`config.mk`:
```
export PLATFORM = sky130hd
export DESIGN_NAME = key_event_qualifier
export DESIGN_NICKNAME = d
export VERILOG_FILES = /design/src/hdl/keq_pkg.sv /design/src/hdl/keq_lane.sv /design/src/hdl/keq_merge.sv /design/src/hdl/key_event_qualifier.sv
export SDC_FILE = /design/constraint.sdc
export NUM_CORES = 1
export LEC_CHECK = 0
export BUFFER_PORTS_ARGS = -buffer_cell sky130_fd_sc_hd__buf_2
export CORE_MARGIN = 3
export CORE_UTILIZATION = 46
export DETAILED_ROUTE_END_ITERATION = 6
export PLACE_DENSITY = 0.67
export REMOVE_ABC_BUFFERS = 1
export SETUP_SLACK_MARGIN = 0.5
export SLEW_MARGIN = 25
export SYNTH_ARGS = -nofsm -noshare
export SYNTH_HDL_FRONTEND = slang
export SYNTH_HIERARCHICAL = 1
export SYNTH_SLANG_ARGS = --single-unit
```
`constraint.sdc`:
```
create_clock -name clock -period 3.1 [get_ports clock]
set_clock_uncertainty 0.2 [all_clocks]
set_input_delay 0.155 -clock clock [delete_from_list [all_inputs] [get_ports clock]]
set_output_delay 0.155 -clock clock [all_outputs]
set_load 0.005 [all_outputs]
```
`src/hdl/keq_pkg.sv`:
```
// keq_pkg: shared types and constants for the key event qualifier.
// Holds the request/response payload structs, the config and lane structs.
// No dependencies.
package keq_pkg;

   localparam int KEY_W    = 4;   // key bits carried per request
   localparam int TIMER_W  = 8;   // per-key countdown timers and config registers
   localparam int CSR_IDX_W = 2;
   localparam int STEP_W   = 2;

   // config register indexes
   localparam logic [CSR_IDX_W-1:0] CSR_REPEAT_FIRST = 2'd0;
   localparam logic [CSR_IDX_W-1:0] CSR_REPEAT_IVAL  = 2'd1;
   localparam logic [CSR_IDX_W-1:0] CSR_LONG_DELAY   = 2'd2;
   localparam logic [CSR_IDX_W-1:0] CSR_DC_WINDOW    = 2'd3;

   // config reset values
   localparam logic [TIMER_W-1:0] RST_REPEAT_FIRST = 8'd80;
   localparam logic [TIMER_W-1:0] RST_REPEAT_IVAL  = 8'd10;
   localparam logic [TIMER_W-1:0] RST_LONG_DELAY   = 8'd120;
   localparam logic [TIMER_W-1:0] RST_DC_WINDOW    = 8'd50;

   // double-click sequencer steps
   localparam logic [STEP_W-1:0] STEP_IDLE     = 2'd0;
   localparam logic [STEP_W-1:0] STEP_FIRST    = 2'd1;
   localparam logic [STEP_W-1:0] STEP_RELEASED = 2'd2;
   localparam logic [STEP_W-1:0] STEP_DONE     = 2'd3;

   typedef struct packed {
      logic [KEY_W-1:0] raw_keys;
      logic [KEY_W-1:0] dc_clear;
   } req_type;

   typedef struct packed {
      logic [KEY_W-1:0] pressed;
      logic [KEY_W-1:0] rise_edge;
      logic [KEY_W-1:0] fall_edge;
      logic [KEY_W-1:0] auto_repeat;
      logic [KEY_W-1:0] long_press;
      logic [KEY_W-1:0] double_click;
   } rsp_type;

   typedef struct packed {
      logic [TIMER_W-1:0] repeat_first_delay;
      logic [TIMER_W-1:0] repeat_interval;
      logic [TIMER_W-1:0] long_press_delay;
      logic [TIMER_W-1:0] double_click_window;
   } cfg_type;

   typedef struct packed {
      logic pressed;
      logic rise_edge;
      logic fall_edge;
      logic auto_repeat;
      logic long_press;
      logic double_click;
   } lane_out_type;

endpackage

```
`src/hdl/keq_lane.sv`:
```
// keq_lane: per-key event core (debounce, edges, auto-repeat, long press,
// double-click sequencer). State advances once per accepted request.
// Depends on keq_pkg.
module keq_lane (
   input  logic                  clock,
   input  logic                  reset,
   input  logic                  accept,
   input  logic                  raw_key,
   input  logic                  dc_clr,
   input  keq_pkg::cfg_type      cfg,
   output keq_pkg::lane_out_type result
);

   logic                         prev_sample_ff, prev_sample_in;
   logic                         prev_deb_ff, prev_deb_in;
   logic                         first_done_ff, first_done_in;
   logic                         long_en_ff, long_en_in;
   logic                         dc_ff, dc_in;
   logic [keq_pkg::TIMER_W-1:0]  repeat_ff, repeat_in;
   logic [keq_pkg::TIMER_W-1:0]  hold_ff, hold_in;
   logic [keq_pkg::TIMER_W-1:0]  window_ff, window_in;
   logic [keq_pkg::STEP_W-1:0]   step_ff, step_in;

   logic                         sample, cur, rise, fall, rep, lng;
   logic [keq_pkg::TIMER_W-1:0]  repeat_dec, hold_dec, window_dec;

   assign sample     = ~raw_key;
   assign cur        = prev_sample_ff & sample;
   assign rise       = ~prev_deb_ff & cur;
   assign fall       = prev_deb_ff & ~cur;
   assign repeat_dec = (repeat_ff != '0) ? repeat_ff - 1'b1 : repeat_ff;
   assign hold_dec   = (hold_ff != '0) ? hold_ff - 1'b1 : hold_ff;
   assign window_dec = (window_ff != '0) ? window_ff - 1'b1 : window_ff;

   always_comb begin
      prev_sample_in = sample;
      prev_deb_in    = cur;
      first_done_in  = first_done_ff;
      long_en_in     = long_en_ff;
      repeat_in      = repeat_dec;
      hold_in        = hold_dec;
      window_in      = window_dec;
      step_in        = step_ff;
      dc_in          = dc_ff & ~dc_clr;   // host clear lands before this tick's set
      rep            = 1'b0;
      lng            = 1'b0;

      if (cur) begin
         if (!first_done_ff) begin
            first_done_in = 1'b1;
            rep           = 1'b1;
            repeat_in     = cfg.repeat_first_delay;
         end else if (repeat_dec == '0) begin
            rep       = 1'b1;
            repeat_in = cfg.repeat_interval;
         end
         if (hold_dec == '0 && long_en_ff) begin
            lng        = 1'b1;
            long_en_in = 1'b0;
         end
      end else begin
         first_done_in = 1'b0;
         hold_in       = cfg.long_press_delay;
         long_en_in    = 1'b1;
      end

      case (step_ff)
         keq_pkg::STEP_IDLE: begin
            if (rise) begin
               step_in   = keq_pkg::STEP_FIRST;
               window_in = cfg.double_click_window;
            end
         end
         keq_pkg::STEP_FIRST: begin
            if (fall) begin
               step_in   = keq_pkg::STEP_RELEASED;
               window_in = cfg.double_click_window;
            end
            // checked after the reload, so a zero window aborts at once
            if (window_in == '0) step_in = keq_pkg::STEP_IDLE;
         end
         keq_pkg::STEP_RELEASED: begin
            if (rise) step_in = keq_pkg::STEP_DONE;
            if (window_dec == '0) step_in = keq_pkg::STEP_IDLE;
         end
         default: begin
            dc_in   = 1'b1;
            step_in = keq_pkg::STEP_IDLE;
         end
      endcase
   end

   assign result.pressed      = cur;
   assign result.rise_edge    = rise;
   assign result.fall_edge    = fall;
   assign result.auto_repeat  = rep;
   assign result.long_press   = lng;
   assign result.double_click = dc_in;

   always_ff @(posedge clock) begin
      if (reset) begin
         prev_sample_ff <= 1'b0;
         prev_deb_ff    <= 1'b0;
         first_done_ff  <= 1'b0;
         long_en_ff     <= 1'b0;
         dc_ff          <= 1'b0;
         repeat_ff      <= '0;
         hold_ff        <= '0;
         window_ff      <= '0;
         step_ff        <= keq_pkg::STEP_IDLE;
      end else if (accept) begin
         prev_sample_ff <= prev_sample_in;
         prev_deb_ff    <= prev_deb_in;
         first_done_ff  <= first_done_in;
         long_en_ff     <= long_en_in;
         dc_ff          <= dc_in;
         repeat_ff      <= repeat_in;
         hold_ff        <= hold_in;
         window_ff      <= window_in;
         step_ff        <= step_in;
      end
   end

endmodule

```
`src/hdl/keq_merge.sv`:
```
// keq_merge: gathers lane results into the response word and holds it in an
// output register backed by a one-entry skid register.
// Depends on keq_pkg.
module keq_merge #(
   parameter int KEYS = 4
) (
   input  logic                  clock,
   input  logic                  reset,
   input  logic                  accept,
   input  keq_pkg::lane_out_type lanes [KEYS],
   output logic                  req_ready,
   output logic                  rsp_valid,
   input  logic                  rsp_ready,
   output keq_pkg::rsp_type      rsp_data
);

   keq_pkg::rsp_type merged;
   keq_pkg::rsp_type out_ff, out_in, skid_ff, skid_in;
   logic             out_valid_ff, out_valid_in, skid_valid_ff, skid_valid_in;
   logic             main_free;

   // only keys that fit the response word are visible; response bits with no lane read as zero
   for (genvar n = 0; n < keq_pkg::KEY_W; n++) begin : g_bits
      if (n < KEYS) begin : g_lane
         assign merged.pressed[n]      = lanes[n].pressed;
         assign merged.rise_edge[n]    = lanes[n].rise_edge;
         assign merged.fall_edge[n]    = lanes[n].fall_edge;
         assign merged.auto_repeat[n]  = lanes[n].auto_repeat;
         assign merged.long_press[n]   = lanes[n].long_press;
         assign merged.double_click[n] = lanes[n].double_click;
      end else begin : g_zero
         assign merged.pressed[n]      = 1'b0;
         assign merged.rise_edge[n]    = 1'b0;
         assign merged.fall_edge[n]    = 1'b0;
         assign merged.auto_repeat[n]  = 1'b0;
         assign merged.long_press[n]   = 1'b0;
         assign merged.double_click[n] = 1'b0;
      end
   end

   assign main_free = ~out_valid_ff | rsp_ready;
   assign req_ready = ~skid_valid_ff;

   always_comb begin
      out_in        = out_ff;
      skid_in       = skid_ff;
      out_valid_in  = out_valid_ff;
      skid_valid_in = skid_valid_ff;
      if (main_free) begin
         if (skid_valid_ff) begin
            out_in        = skid_ff;
            out_valid_in  = 1'b1;
            skid_valid_in = 1'b0;
         end else begin
            out_in       = merged;
            out_valid_in = accept;
         end
      end else if (accept) begin
         skid_in       = merged;
         skid_valid_in = 1'b1;
      end
   end

   always_ff @(posedge clock) begin
      if (reset) begin
         out_valid_ff  <= 1'b0;
         skid_valid_ff <= 1'b0;
      end else begin
         out_valid_ff  <= out_valid_in;
         skid_valid_ff <= skid_valid_in;
      end
   end

   always_ff @(posedge clock) begin
      out_ff  <= out_in;
      skid_ff <= skid_in;
   end

   assign rsp_valid = out_valid_ff;
   assign rsp_data  = out_ff;

endmodule

```
`src/hdl/key_event_qualifier.sv`:
```
// key_event_qualifier: scan-tick key event qualifier, one lane per key.
// A response is registered straight into the output register when that is free, else it waits in the skid register.
// Throughput: one request per cycle while req_ready is high; the per-key lanes update once per accepted request.
// Stalls: while rsp_ready is low the skid register takes one more request, then
// req_ready drops; it rises again in the cycle after rsp_ready returns.
// Reset (synchronous): config registers return to 80/10/120/50, all key state clears.
// Depends on keq_pkg, keq_lane, keq_merge.
module key_event_qualifier #(
   parameter int KEYS = 4
) (
   input  logic                           clock,
   input  logic                           reset,
   input  logic                           req_valid,
   output logic                           req_ready,
   input  keq_pkg::req_type               req_data,
   output logic                           rsp_valid,
   input  logic                           rsp_ready,
   output keq_pkg::rsp_type               rsp_data,
   input  logic                           csr_write_en,
   input  logic [keq_pkg::CSR_IDX_W-1:0]  csr_index,
   input  logic [keq_pkg::TIMER_W-1:0]    csr_wdata
);

   keq_pkg::cfg_type      cfg_ff, cfg_in;
   keq_pkg::lane_out_type lanes [KEYS];
   logic                  accept;

   assign accept = req_valid & req_ready;

   always_comb begin
      cfg_in = cfg_ff;
      if (csr_write_en) begin
         case (csr_index)
            keq_pkg::CSR_REPEAT_FIRST: cfg_in.repeat_first_delay  = csr_wdata;
            keq_pkg::CSR_REPEAT_IVAL:  cfg_in.repeat_interval     = csr_wdata;
            keq_pkg::CSR_LONG_DELAY:   cfg_in.long_press_delay    = csr_wdata;
            keq_pkg::CSR_DC_WINDOW:    cfg_in.double_click_window = csr_wdata;
            default:                   cfg_in = cfg_ff;
         endcase
      end
   end

   always_ff @(posedge clock) begin
      if (reset) begin
         cfg_ff.repeat_first_delay  <= keq_pkg::RST_REPEAT_FIRST;
         cfg_ff.repeat_interval     <= keq_pkg::RST_REPEAT_IVAL;
         cfg_ff.long_press_delay    <= keq_pkg::RST_LONG_DELAY;
         cfg_ff.double_click_window <= keq_pkg::RST_DC_WINDOW;
      end else begin
         cfg_ff <= cfg_in;
      end
   end

   for (genvar n = 0; n < KEYS; n++) begin : g_lane
      logic raw_key, dc_clr;
      // keys beyond the request word see a low pin (pressed) and no clear
      if (n < keq_pkg::KEY_W) begin : g_in
         assign raw_key = req_data.raw_keys[n];
         assign dc_clr  = req_data.dc_clear[n];
      end else begin : g_pad
         assign raw_key = 1'b0;
         assign dc_clr  = 1'b0;
      end

      keq_lane u_lane (
         .clock   (clock),
         .reset   (reset),
         .accept  (accept),
         .raw_key (raw_key),
         .dc_clr  (dc_clr),
         .cfg     (cfg_ff),
         .result  (lanes[n])
      );
   end

   keq_merge #(
      .KEYS (KEYS)
   ) u_merge (
      .clock     (clock),
      .reset     (reset),
      .accept    (accept),
      .lanes     (lanes),
      .req_ready (req_ready),
      .rsp_valid (rsp_valid),
      .rsp_ready (rsp_ready),
      .rsp_data  (rsp_data)
   );

   // skid only fills behind a held output
   a_skid_behind_out: assert property (@(posedge clock) disable iff (reset)
      !req_ready |-> rsp_valid)
      else $error("skid full while output register empty");

   // after an accepted request a response is always valid in the next cycle
   a_req_to_rsp: assert property (@(posedge clock) disable iff (reset)
      accept |=> rsp_valid)
      else $error("accepted request produced no response");

   a_edges_disjoint: assert property (@(posedge clock) disable iff (reset)
      rsp_valid |-> ((rsp_data.rise_edge & rsp_data.fall_edge) == '0))
      else $error("rise and fall on the same key");

   a_events_while_pressed: assert property (@(posedge clock) disable iff (reset)
      rsp_valid |-> (((rsp_data.rise_edge | rsp_data.auto_repeat | rsp_data.long_press)
                      & ~rsp_data.pressed) == '0))
      else $error("press event on a released key");

endmodule
```
==> results of run 1 <==
==> cells by family (layout without fill, tap and decap cells) <==
family / after synthesis / in the layout / share of synthesized area (%)
and+or+nand+nor: 601 / 601 / 23.7
AOI/OAI and AO/OA: 403 / 403 / 21.2
DFF: 202 / 202 / 34.8
buffers and inverters: 201 / 223 / 7.26
muxes: 100 / 100 / 8.70
xor gates and xnor gates: 32 / 32 / 2.15
adders and majority gates: 23 / 23 / 2.21
other: 0 / 1 / 0
==> routing by layer <==
| metal | vias up | GRT usage (%) | wire, um |
|---|---|---|---|
| li1 | 5717 | - | - |
| met1 | 5521 | 31.6 | 16400 |
| met2 | 417 | 36.3 | 16300 |
| met3 | 71 | 3.17 | 2140 |
| met4 | 4 | 5.90 | 779 |
| met5 | - | 0 | 15 |
==> worst max-delay path by stage <==
stage | from | to | cells past startpoint
6_report | g_lane[3].u_lane/window_ff[0] | g_lane[3].u_lane/step_ff[1] | 9
3_3_place_gp | g_lane[3].u_lane/window_ff[0] | g_lane[3].u_lane/step_ff[1] | 8
2_1_floorplan | u_merge/skid_valid_ff | g_lane[0].u_lane/step_ff[0] | 7
4_1_cts | g_lane[3].u_lane/window_ff[0] | g_lane[3].u_lane/step_ff[1] | 9
5_1_grt | g_lane[3].u_lane/window_ff[1] | g_lane[3].u_lane/step_ff[1] | 9
3_5_place_dp | g_lane[3].u_lane/window_ff[0] | g_lane[3].u_lane/step_ff[1] | 8
==> flip-flops by register name (all words and copies together) (netlist names) <==
name	flops
g_lane.u_lane/prev_sample_ff	4
u_merge/skid_valid_ff	1
g_lane.u_lane/repeat_ff	32
u_merge/rsp_data	24
u_merge/skid_ff	24
g_lane.u_lane/hold_ff	32
g_lane.u_lane/dc_ff	4
g_lane.u_lane/long_en_ff	4
g_lane.u_lane/window_ff	32
g_lane.u_lane/step_ff	8
cfg_ff	32
g_lane.u_lane/prev_deb_ff	4
u_merge/rsp_valid	1
==> what timing repair did <==
item	in CTS	in global routing
hold buffers	23	0
setup buffers	2	10
hold endpoints to repair	54	0
endpoints found under the setup margin	10	59
pin swaps	4	9
gates resized for setup	20	58
==> power groups by stage <==
| stage | Clock (mW) | Sequential (mW) | Combinational (mW) |
|---|---|---|---|
| after floorplan | 0 | 3.26 | 2.43 |
| after global placement | 0 | 3.35 | 3.02 |
| after detailed placement | 0 | 3.36 | 3.06 |
| after CTS | 2.99 | 3.31 | 3.15 |
| after global routing | 3.11 | 3.38 | 3.72 |
| final | 2.93 | 3.34 | 3.34 |
==> through the flow <==
| stage | hold slack (ns) | util, % |
|---|---|---|
| 2_1_floorplan | 0.0241 | - |
| 3_3_place_gp | 0.151 | 48.5 |
| 3_5_place_dp | 0.159 | 48.5 |
| 4_1_cts | 0.0359 | 52.8 |
| 5_1_grt | 0.0662 | 53.7 |
| 6_report | 0.0564 | 53.7 |
==> layout make-up <==
| class | count | share of cell area (%) |
|---|---|---|
| multi-input cells | 1159 | 52.9 |
| well taps | 372 | 3.16 |
| diodes | 1 | 0.0170 |
| repair buffers | 118 | 5.78 |
| clock buffers | 34 | 4.90 |
| inverters | 61 | 1.60 |
| clock inverters | 10 | 0.757 |
| flip-flops and latches | 202 | 30.9 |
==> layout by cell type (no fill, tap or decap), types with 10 or more instances in the layout <==
cell type                       instances
sky130_fd_sc_hd__dfxtp_2               12
sky130_fd_sc_hd__dlygate4sd3_1         23
sky130_fd_sc_hd__or4_1                 11
sky130_fd_sc_hd__nor2_1               175
sky130_fd_sc_hd__a22oi_1               29
sky130_fd_sc_hd__or3_1                 16
sky130_fd_sc_hd__o31ai_1               13
sky130_fd_sc_hd__buf_2                 47
sky130_fd_sc_hd__o211ai_1              11
sky130_fd_sc_hd__nor3_1                64
sky130_fd_sc_hd__nand3_1               27
sky130_fd_sc_hd__xor2_1                15
sky130_fd_sc_hd__a211oi_1              18
sky130_fd_sc_hd__clkbuf_16             26
sky130_fd_sc_hd__mux2i_1               50
sky130_fd_sc_hd__edfxtp_1              48
sky130_fd_sc_hd__mux2_2                29
sky130_fd_sc_hd__ha_1                  17
sky130_fd_sc_hd__nand4_1               11
sky130_fd_sc_hd__a311oi_1              24
sky130_fd_sc_hd__xnor2_1               17
sky130_fd_sc_hd__o21ai_0              108
sky130_fd_sc_hd__dfxtp_1              140
sky130_fd_sc_hd__a31oi_1               11
sky130_fd_sc_hd__nand2b_1              49
sky130_fd_sc_hd__mux2_4                18
sky130_fd_sc_hd__nor2b_1               10
sky130_fd_sc_hd__buf_4                 46
sky130_fd_sc_hd__a21o_1                13
sky130_fd_sc_hd__inv_1                 55
sky130_fd_sc_hd__a221oi_1              20
sky130_fd_sc_hd__nand2_1              125
sky130_fd_sc_hd__nor4_1                14
sky130_fd_sc_hd__a21oi_1               65
==> synth_stat cells (7+ instances only) <==
cell | n | area [sq um]
sky130_fd_sc_hd__nor4_1 | 15 | 93.8
sky130_fd_sc_hd__nand2_1 | 127 | 477
sky130_fd_sc_hd__a22oi_1 | 29 | 218
sky130_fd_sc_hd__or2_2 | 8 | 50.1
sky130_fd_sc_hd__and3_1 | 7 | 43.8
sky130_fd_sc_hd__xnor2_1 | 17 | 149
sky130_fd_sc_hd__or3b_2 | 9 | 78.8
sky130_fd_sc_hd__nand3b_1 | 7 | 52.6
sky130_fd_sc_hd__xor2_1 | 15 | 131
sky130_fd_sc_hd__a31oi_1 | 11 | 68.8
sky130_fd_sc_hd__mux2i_1 | 50 | 500
sky130_fd_sc_hd__a211oi_1 | 20 | 150
sky130_fd_sc_hd__a311oi_1 | 25 | 219
sky130_fd_sc_hd__nor2b_1 | 10 | 62.6
sky130_fd_sc_hd__mux2_4 | 18 | 270
sky130_fd_sc_hd__or3_1 | 16 | 100
sky130_fd_sc_hd__and3b_1 | 7 | 61.3
sky130_fd_sc_hd__clkbuf_1 | 79 | 297
sky130_fd_sc_hd__nand2b_1 | 50 | 313
sky130_fd_sc_hd__a221oi_1 | 20 | 175
sky130_fd_sc_hd__o31ai_1 | 13 | 97.6
sky130_fd_sc_hd__or4_1 | 15 | 113
sky130_fd_sc_hd__a21oi_1 | 70 | 350
sky130_fd_sc_hd__o211ai_1 | 11 | 82.6
sky130_fd_sc_hd__ha_1 | 23 | 288
sky130_fd_sc_hd__nand3_1 | 27 | 135
sky130_fd_sc_hd__a32oi_1 | 8 | 70.1
sky130_fd_sc_hd__buf_2 | 24 | 120
sky130_fd_sc_hd__o21ai_0 | 110 | 551
sky130_fd_sc_hd__buf_4 | 27 | 203
sky130_fd_sc_hd__inv_1 | 60 | 225
sky130_fd_sc_hd__nor3_1 | 66 | 330
sky130_fd_sc_hd__dfxtp_1 | 154 | 3080
sky130_fd_sc_hd__a21o_1 | 13 | 97.6
sky130_fd_sc_hd__nor2_1 | 179 | 672
sky130_fd_sc_hd__o32a_1 | 9 | 90.1
sky130_fd_sc_hd__nor3b_1 | 12 | 90.1
sky130_fd_sc_hd__nand4_1 | 11 | 68.8
sky130_fd_sc_hd__edfxtp_1 | 48 | 1440
sky130_fd_sc_hd__mux2_2 | 29 | 327
==> worst max-delay path, delay by kind of cell (launching register included) <==
kind / cells / cell delay (ns)
DFF: 1 / 0.37
and+or+nand+nor: 3 / 1.15
buffers and inverters: 2 / 0.25
adders and majority gates: 1 / 0.15
AOI/OAI and AO/OA: 3 / 0.46
==> impl_results.rst, run 1 <==
.. list-table::
   :header-rows: 1

   * - Metric
     - Value
   * - Run status
     - finished with violations
   * - Violations in the final reports
     - DRC
   * - Setup violation total in the final timing report
     - 0
   * - Post-synth ARST share
     - 0%
   * - Pin count of the biggest net entering global routing
     - 68
   * - Crit path time final
     - 2.64 ns
   * - Tightest slew margin relative to the limit
     - 46.6%
   * - Reg-to-reg critical path endpoint
     - g_lane[3].u_lane/step_ff[1]
   * - Total Nets Final
     - 1612
   * - Clock Tree Buf Depth
     - 3
   * - Core Footprint
     - 27400 sq um
   * - Syn_area_per_cell
     - 8.33 sq um
   * - Combinational fraction of design power
     - 34.8%
   * - FF+latch count, synth
     - 202
   * - Proportion of layout cells with a drive suffix above 1
     - 17.6%
   * - Cell count of the worst hold path
     - 4
   * - Worst-path fanout max
     - 6
   * - Residual overflow from global routing
     - 0
   * - Element type at the critical path end
     - register
   * - Max capacitance violation total
     - 0
   * - Detailed router's first-iteration violation count
     - 879
   * - Portion of the clock cycle consumed by the worst path in the final layout
     - 85.3%
   * - Worst Reg2Reg Path Length in Cells
     - 9
   * - Setup Slack @ Placement
     - 0.164 ns
   * - Power density over cell area
     - 653 nW/um^2
   * - Area occupied by multi-input gates
     - 7780 sq um
   * - Main flop type after synthesis
     - sky130_fd_sc_hd__dfxtp_1
   * - Area added between synthesis and finish
     - 13.1%
   * - Data arrival time of the critical path
     - 2.90 ns
   * - Unrepaired setup endpoints after global routing
     - true
   * - Post-route insts no fill
     - 1957
   * - Unique masters post-synth
     - 80
   * - Cells along the critical path
     - inv_2, ha_4, or4b_4, nand4bb_1, a222oi_1, buf_4, a211oi_1, or4_1, a21oi_2
   * - Number of filler instances in the final layout
     - 2522
   * - Switching power of the nets
     - 3.34 mW
   * - I/O Buffers
     - 48
   * - Reg-to-reg critical path startpoint
     - g_lane[3].u_lane/window_ff[0]
   * - Cell count after placement
     - 1877
   * - Register-to-register setup slack
     - 0.46 ns
   * - TritonCTS Buffers
     - 24
   * - Detailed-route DRC error count
     - 1
   * - Synth Cell Area
     - 13000 sq um
   * - Clock edge transition at the registers on the reported setup and hold paths
     - 0.06 ns
   * - Die width
     - 174 um
   * - Standard-cell row count
     - 60
   * - Delay of the slowest critical-path stage
     - 0.48 ns
   * - Weighted congestion at the end of routability-driven global placement
     - 0.922
   * - Final number of hold-violating endpoints
     - 0
   * - Worst min-delay path class
     - in -> reg
   * - Sequential element share of the synthesized area
     - 34.8%
   * - Via count normalized by instance count
     - 5.99
   * - Pre-Repair DR Iteration Count
     - 7
   * - Number of H-tree levels
     - 1
   * - Total Power
     - 9.61 mW
   * - Number of antenna violations at the first check in global routing
     - 3
   * - CTS tree
     - yes
   * - Clock latency of the later-clocked register in the worst-skew pair
     - 0.52 ns
   * - Largest voltage drop on the vdd net
     - 0.000433 V
   * - Vias in the first global route
     - 10.9k
   * - Die span in y
     - 174 um
   * - Number of synthesized flops with an enable pin
     - 48
   * - Placed Instance Area
     - 13300 sq um
   * - Data required time at the worst endpoint
     - 3.36 ns
   * - Sinks on Clock Net
     - 202
   * - Total die area
     - 30300 sq um
   * - Fmax
     - 378 MHz
   * - Post-DR wirelength/cell
     - 18.2 um
   * - Detailed Route WL
     - 35700 um
   * - First-pass GRT wire length
     - 57300 um
   * - Residual antenna-violating net count after detailed routing
     - 0
   * - Startpoint of the worst hold path
     - req_valid
   * - End point of the most critical hold path
     - g_lane[3].u_lane/long_en_ff
   * - Clock share of power
     - 30.5%
   * - Overall via count from detail_route
     - 11.7k
   * - Effective utilization at floorplan
     - 47.5%
   * - Reg area
     - 4550 sq um
   * - Pleak
     - 5.77 nW
   * - Slowest stage cell, crit path
     - sky130_fd_sc_hd__or4b_4
   * - Worst setup path class
     - reg -> reg
   * - Count of yosys warnings during synthesis
     - 6
   * - Total negative slack for setup checks
     - 0 ns
   * - Seq pwr share
     - 34.7%
   * - Cell chosen for the clock root
     - sky130_fd_sc_hd__clkbuf_16
   * - Hpwl dp
     - 23500 um
   * - Boundary Pins
     - 49
   * - Number of pins with negative max-slew slack in the final report
     - 0
   * - Gr usage total
     - 22.5%
   * - Least-Margin Pin Slew
     - 0.801 ns
   * - Crit path setup slack, layout
     - 0.456 ns
   * - Total non-filler cell area in the finished layout
     - 14700 sq um
   * - Switching share of power
     - 34.7%
   * - Synthesized netlist cell count
     - 1562
   * - Cell-internal power
     - 6.28 mW
   * - CP startpoint kind
     - register
Power figures use the tool's default switching activity.
==> inputs of run 2 (changes only) <==
--- a/config.mk
+++ b/config.mk
@@ -9,6 +9,7 @@
 export CORE_MARGIN = 3
 export CORE_UTILIZATION = 46
 export DETAILED_ROUTE_END_ITERATION = 6
+export HOLD_SLACK_MARGIN = 0.15
 export PLACE_DENSITY = 0.67
 export REMOVE_ABC_BUFFERS = 1
 export SETUP_SLACK_MARGIN = 0.5
==> impl_results.rst, run 2 (same netlist as run 1, synthesis figures left out) <==
.. list-table::
   :header-rows: 1

   * - Metric
     - Value
   * - Run status
     - completed
   * - Vias in the first global route
     - 10.9k (+0.046%)
   * - Clock Tree Buf Depth
     - 3 (unchanged)
   * - Area added between synthesis and finish
     - 13.7%
   * - Commonest non-fill, non-tap cell in the layout
     - sky130_fd_sc_hd__nor2_1
   * - Standard-cell row count
     - 60 (unchanged)
   * - Cell count of the worst hold path
     - 3 (-1)
   * - Proportion of layout cells with a drive suffix above 1
     - 17.5% (-0.077 points)
   * - Fmax
     - 383 MHz (+1.1%)
   * - Via count normalized by instance count
     - 5.99 (about the same)
   * - Portion of the clock cycle consumed by the worst path in the final layout
     - 84.3% (-0.96 points)
   * - Die width
     - 174 um (unchanged)
   * - Delay of the slowest critical-path stage
     - 0.48 ns (about the same)
   * - Cells along the critical path
     - inv_2, ha_4, or4b_4, nand4bb_1, a222oi_1, buf_4, a211oi_1, or4_1, a21oi_2
   * - Switching power of the nets
     - 3.34 mW (about the same)
   * - Worst min-delay path class
     - in -> reg
   * - Number of H-tree levels
     - 1 (unchanged)
   * - Cell chosen for the clock root
     - sky130_fd_sc_hd__clkbuf_16
   * - Pleak
     - 5.80 nW (+0.62%)
   * - Finished Core Util
     - 54.0% (+0.28 points)
   * - Clock latency of the later-clocked register in the worst-skew pair
     - 0.52 ns (about the same)
   * - Register-to-register setup slack
     - 0.49 ns (+0.03 ns)
   * - Number of filler instances in the final layout
     - 2508 (-0.56%)
   * - Area occupied by multi-input gates
     - 7780 sq um (unchanged)
   * - First-pass GRT wire length
     - 57400 um (+0.16%)
   * - Cell-internal power
     - 6.29 mW (about the same)
   * - Final number of hold-violating endpoints
     - 0 (unchanged)
   * - Clock share of power
     - 30.5% (about the same)
   * - Crit path time final
     - 2.61 ns (-0.0299 ns)
   * - Unrepaired setup endpoints after global routing
     - true
   * - Detailed Route WL
     - 35700 um (about the same)
   * - Total die area
     - 30300 sq um (unchanged)
   * - I/O Buffers
     - 48 (unchanged)
   * - Data required time at the worst endpoint
     - 3.36 ns (about the same)
   * - Element type at the critical path end
     - register
   * - Boundary Pins
     - 49 (unchanged)
   * - TritonCTS Buffers
     - 24 (unchanged)
   * - Worst setup path class
     - reg -> reg
   * - Pin count of the biggest net entering global routing
     - 68 (unchanged)
   * - Startpoint of the worst hold path
     - req_data[4]
   * - Combinational fraction of design power
     - 34.8% (about the same)
   * - Data arrival time of the critical path
     - 2.87 ns (-0.03 ns)
   * - Largest voltage drop on the vdd net
     - 0.000432 V (-0.21%)
   * - Max capacitance violation total
     - 0 (unchanged)
   * - Number of antenna violations at the first check in global routing
     - 3 (unchanged)
   * - Reg-to-reg critical path startpoint
     - g_lane[3].u_lane/window_ff[0]
   * - Post-DR wirelength/cell
     - 18.2 um (-0.41%)
   * - Power density over cell area
     - 650 nW/um^2 (-0.44%)
   * - Die span in y
     - 174 um (unchanged)
   * - End point of the most critical hold path
     - g_lane[0].u_lane/prev_sample_ff
   * - Clock edge transition at the registers on the reported setup and hold paths
     - 0.06 ns (about the same)
   * - Cell count after placement
     - 1877 (unchanged)
   * - CTS tree
     - yes
   * - Total negative slack for setup checks
     - 0 ns (unchanged)
   * - Tightest slew margin relative to the limit
     - 56.0% (+9.4 points)
   * - Gr usage total
     - 22.5% (+0.037 points)
   * - Residual overflow from global routing
     - 0 (unchanged)
   * - Switching share of power
     - 34.7% (about the same)
   * - Reg-to-reg critical path endpoint
     - g_lane[3].u_lane/step_ff[1]
   * - Detailed-route DRC error count
     - 0 (-1)
   * - Residual antenna-violating net count after detailed routing
     - 0 (unchanged)
   * - Effective utilization at floorplan
     - 47.5% (unchanged)
   * - Slowest stage cell, crit path
     - sky130_fd_sc_hd__or4b_4
   * - Worst Reg2Reg Path Length in Cells
     - 9 (unchanged)
   * - Detailed router's first-iteration violation count
     - 936 (+6.5%)
   * - Number of pins with negative max-slew slack in the final report
     - 0 (unchanged)
   * - Sinks on Clock Net
     - 202 (unchanged)
   * - Seq pwr share
     - 34.7% (about the same)
   * - Worst-path fanout max
     - 6 (unchanged)
   * - CP startpoint kind
     - register
   * - Total Nets Final
     - 1619 (+0.43%)
   * - Hpwl dp
     - 23500 um (unchanged)
   * - Setup violation total in the final timing report
     - 0 (unchanged)
   * - Top library cells by usage in the layout, fill and taps aside
     - 175 x sky130_fd_sc_hd__nor2_1, 140 x sky130_fd_sc_hd__dfxtp_1, 125 x sky130_fd_sc_hd__nand2_1
   * - Core Footprint
     - 27400 sq um (unchanged)
   * - Weighted congestion at the end of routability-driven global placement
     - 0.922 (unchanged)
   * - Least-Margin Pin Slew
     - 0.659 ns (-0.142 ns)
   * - Reg area
     - 4550 sq um (unchanged)
   * - Post-route insts no fill
     - 1964 (+0.36%)
   * - Overall via count from detail_route
     - 11.8k (+0.31%)
   * - Pre-Repair DR Iteration Count
     - 6 (-1)
==> run 2: cell count changes in the layout (fill, tap and decap cells not counted) <==
cell / change
sky130_fd_sc_hd__buf_4: -2
sky130_fd_sc_hd__buf_6: +2
sky130_fd_sc_hd__dlygate4sd3_1: +7
==> run 2: repair_timing <==
item	4_1_cts	5_1_grt
hold buffers	30	0
setup buffers	2	10
hold endpoints to repair	122	0
setup endpoints to repair	10	61
pin swaps	4	9
resized for setup	20	60
==> run 2: metrics by stage <==
step / setup WS (ns) / hold WS [ns] / area, sq um / total power, mW
floorplan: -2.72 / 0.0241 / 12300 / 5.69
global placement: 0.246 / 0.151 / 13300 / 6.37
detailed placement: 0.164 / 0.159 / 13300 / 6.41
CTS: 0.486 / 0.183 / 14500 / 9.45
global route: 0.418 / 0.228 / 14800 / 10.2
finish: 0.486 / 0.202 / 14800 / 9.62
==> run 2: metal layers <==
metal	share of wire [%]	GRT usage (%)
met5	0.042	0
met4	2.2	5.90
met3	5.9	3.17
met2	46	36.3
met1	46	31.7
==> run 2: worst max path at each step <==
stage | start | end | slack (ns)
after global placement | g_lane[3].u_lane/window_ff[0] | g_lane[3].u_lane/step_ff[1] | 0.25
after floorplan | u_merge/skid_valid_ff | g_lane[0].u_lane/step_ff[0] | -2.72
after global routing | g_lane[3].u_lane/window_ff[1] | g_lane[3].u_lane/step_ff[1] | 0.42
after detailed placement | g_lane[3].u_lane/window_ff[0] | g_lane[3].u_lane/step_ff[1] | 0.16
after CTS | g_lane[3].u_lane/window_ff[0] | g_lane[3].u_lane/step_ff[1] | 0.49
final | g_lane[3].u_lane/window_ff[0] | g_lane[3].u_lane/step_ff[1] | 0.49
==> run 2: power by group through the flow <==
stage	registers [mW]	logic [mW]	clock network [mW]
6_report	3.34	3.35	2.94
5_1_grt	3.38	3.73	3.11
4_1_cts	3.31	3.15	2.99
3_5_place_dp	3.36	3.06	0
3_3_place_gp	3.35	3.02	0
2_1_floorplan	3.26	2.43	0
==> run 2: final cells by class <==
class,instances,share of cell area [%]
Antenna cell,1,0.0169
Clock buffer,34,4.87
Clock inverter,10,0.753
Inverter,61,1.59
Multi-Input combinational cell,1159,52.6
Sequential cell,202,30.7
Tap cell,372,3.15
Timing Repair Buffer,125,6.28
==> run 2: critical path, delay by kind of cell (launching register included) <==
family | cells | cell delay, ns
and+or+nand+nor | 3 | 1.15
buffers and inverters | 2 | 0.25
adders and majority gates | 1 | 0.15
DFF | 1 | 0.37
AOI/OAI and AO/OA | 3 | 0.44
==> inputs of run 3 (changes only) <==
--- a/config.mk
+++ b/config.mk
@@ -10,7 +10,7 @@
 export CORE_UTILIZATION = 46
 export DETAILED_ROUTE_END_ITERATION = 6
 export HOLD_SLACK_MARGIN = 0.15
-export PLACE_DENSITY = 0.67
+export PLACE_DENSITY = 0.7
 export REMOVE_ABC_BUFFERS = 1
 export SETUP_SLACK_MARGIN = 0.5
 export SLEW_MARGIN = 25
==> constraint.sdc (replaced) <==
create_clock -name clock -period 2.3 [get_ports clock]
set_clock_uncertainty 0.2 [all_clocks]
set_input_delay 0.115 -clock clock [delete_from_list [all_inputs] [get_ports clock]]
set_output_delay 0.115 -clock clock [all_outputs]
set_load 0.005 [all_outputs]
==> impl_results.rst, run 3 (same netlist as run 1, synthesis figures left out) <==
.. list-table::
   :header-rows: 1

   * - Metric
     - Value
   * - Detailed Route WL
     - 45000 um (+26%)
   * - Die span in y
     - 174 um (unchanged)
   * - TritonCTS Buffers
     - 24 (unchanged)
   * - Die width
     - 174 um (unchanged)
   * - Area occupied by multi-input gates
     - 9730 sq um (+25%)
   * - Worst setup path class
     - reg -> reg
   * - Final number of hold-violating endpoints
     - 0 (unchanged)
   * - Residual antenna-violating net count after detailed routing
     - 0 (unchanged)
   * - Number of filler instances in the final layout
     - 1912 (-24%)
   * - Clock Tree Buf Depth
     - 3 (unchanged)
   * - Proportion of layout cells with a drive suffix above 1
     - 46.7% (+29 points)
   * - CTS tree
     - yes
   * - Reg area
     - 4610 sq um (+1.3%)
   * - Crit path setup slack, layout
     - -0.187 ns (-0.673 ns)
   * - First-pass GRT wire length
     - 68800 um (+20%)
   * - Placed Instance Area
     - 15000 sq um (+12%)
   * - CP startpoint kind
     - register
   * - Violations in the final reports
     - setup timing
   * - Gr usage total
     - 27.1% (+4.6 points)
   * - Total die area
     - 30300 sq um (unchanged)
   * - Detailed router's first-iteration violation count
     - 1040 (+11%)
   * - Portion of the clock cycle consumed by the worst path in the final layout
     - 108% (+24 points)
   * - Clock latency of the later-clocked register in the worst-skew pair
     - 0.52 ns (about the same)
   * - I/O Buffers
     - 48 (unchanged)
   * - Weighted congestion at the end of routability-driven global placement
     - 0.935 (+1.5%)
   * - Pre-Repair DR Iteration Count
     - 5 (-1)
   * - Least-Margin Pin Slew
     - 0.624 ns (-0.0353 ns)
   * - Run status
     - finished with violations
   * - Core Footprint
     - 27400 sq um (unchanged)
   * - Slowest stage cell, crit path
     - sky130_fd_sc_hd__or4b_4
   * - Unrepaired setup endpoints after global routing
     - true
   * - Detailed-route DRC error count
     - 0 (unchanged)
   * - Max capacitance violation total
     - 0 (unchanged)
   * - Total Power
     - 16.3 mW (+69%)
   * - Clock edge transition at the registers on the reported setup and hold paths
     - 0.06 ns (about the same)
   * - Commonest non-fill, non-tap cell in the layout
     - sky130_fd_sc_hd__buf_4
   * - Element type at the critical path end
     - register
   * - Delay of the slowest critical-path stage
     - 0.47 ns (about the same)
   * - Via count normalized by instance count
     - 6.07 (+1.4%)
   * - Sinks on Clock Net
     - 202 (unchanged)
   * - Number of H-tree levels
     - 1 (unchanged)
   * - Boundary Pins
     - 49 (unchanged)
   * - Tightest slew margin relative to the limit
     - 58.4% (+2.4 points)
   * - Area added between synthesis and finish
     - 49.5%
   * - Setup violation total in the final timing report
     - 35 (+35)
   * - Overall via count from detail_route
     - 13.7k (+17%)
   * - Data required time at the worst endpoint
     - 2.55 ns (-0.81 ns)
   * - CTS Hold Bufs
     - 29 (-3.3%)
   * - Finished Core Util
     - 71.0% (+17 points)
   * - Number of antenna violations at the first check in global routing
     - 0 (-3)
   * - Total Nets Final
     - 1920 (+19%)
   * - Total non-filler cell area in the finished layout
     - 19400 sq um (+31%)
   * - Pin count of the biggest net entering global routing
     - 59 (-13%)
   * - Crit path time final
     - 2.49 ns (-0.127 ns)
   * - Largest voltage drop on the vdd net
     - 0.000656 V (+52%)
   * - Vias in the first global route
     - 13.5k (+23%)
   * - Antenna diode count
     - 0 (-1)
   * - Hpwl dp
     - 26900 um (+14%)
   * - Fmax
     - 402 MHz (+5.1%)
   * - Cell chosen for the clock root
     - sky130_fd_sc_hd__clkbuf_16
   * - Residual overflow from global routing
     - 0 (unchanged)
   * - Top library cells by usage in the layout, fill and taps aside
     - 259 x sky130_fd_sc_hd__buf_4, 145 x sky130_fd_sc_hd__nor2_1, 112 x sky130_fd_sc_hd__dfxtp_1
   * - Worst-path fanout max
     - 4 (-2)
   * - Effective utilization at floorplan
     - 47.5% (unchanged)
   * - Data arrival time of the critical path
     - 2.74 ns (-0.13 ns)
   * - Power density over cell area
     - 836 nW/um^2 (+29%)
   * - Worst min-delay path class
     - in -> reg
   * - Standard-cell row count
     - 60 (unchanged)
   * - Post-DR wirelength/cell
     - 19.9 um (+9.4%)
   * - Pleak
     - 7.88 nW (+36%)
   * - Number of pins with negative max-slew slack in the final report
     - 0 (unchanged)
   * - Cells along the critical path
     - inv_2, ha_4, or4b_4, nand4bb_4, a222oi_1, a211oi_1, or4_1, a21oi_1
run 3: timing repair:
action	in CTS	in global routing
gates resized for setup	502	183
endpoints found under the hold margin	123	6
setup buffers	57	35
gates cloned	1	3
pin swaps	206	119
endpoints found under the setup margin	149	177
run 3: per-layer routing:
metal	GRT usage, %	vias up	wire length [um]
li1	-	6365	-
met1	35.3	6677	18200
met2	45.6	571	22000
met3	3.91	134	3180
met4	10.1	0	1650
met5	0	-	0
run 3: power breakdown:
| group | internal, mW | switching (mW) |
|---|---|---|
| sequential | 4.01 | 0.388 |
| clock | 2.11 | 1.62 |
| combinational | 4.20 | 3.93 |
run 3: through the flow:
stage          std cells  hold slack, ns  TNS (ns)  setup slack (ns)
4_1_cts             2226         0.00958     -1.08            -0.173
6_report            2264          0.0222     -2.29            -0.187
3_3_place_gp        2095           0.120     -2.97            -0.337
5_1_grt             2264          0.0278     -5.18            -0.336
3_5_place_dp        2095           0.122     -4.39            -0.373
2_1_floorplan       1422         -0.0159   -422.26             -3.52
run 3: layout make-up:
type | instances | area share, %
clock buffers | 27 | 3.26
clock inverters | 17 | 0.669
inverters | 61 | 1.45
multi-input cells | 1160 | 50.0
flip-flops and latches | 202 | 23.7
well taps | 372 | 2.39
repair buffers | 425 | 18.5
run 3: final timing paths:
path | depth (start not counted) | slack [ns] | endpoint | start
worst max-delay path | 8 | -0.19 | g_lane[3].u_lane/step_ff[1] | g_lane[3].u_lane/window_ff[0]
worst min-delay path | 4 | 0.02 | g_lane[2].u_lane/step_ff[1] | req_valid
worst max register to register | 8 | -0.19 | g_lane[3].u_lane/step_ff[1] | g_lane[3].u_lane/window_ff[0]
worst min register to register | 2 | 0.28 | g_lane[3].u_lane/long_en_ff | g_lane[3].u_lane/long_en_ff
run 3: worst max-delay path, delay by kind of cell, from the launching register on:
kind / cells / cell delay, ns
adder cells (fa/ha/maj): 1 / 0.14
buffers and inverters: 1 / 0.08
AO/OA/AOI/OAI: 3 / 0.56
AND/OR/NAND/NOR: 3 / 1.11
flip-flops: 1 / 0.33
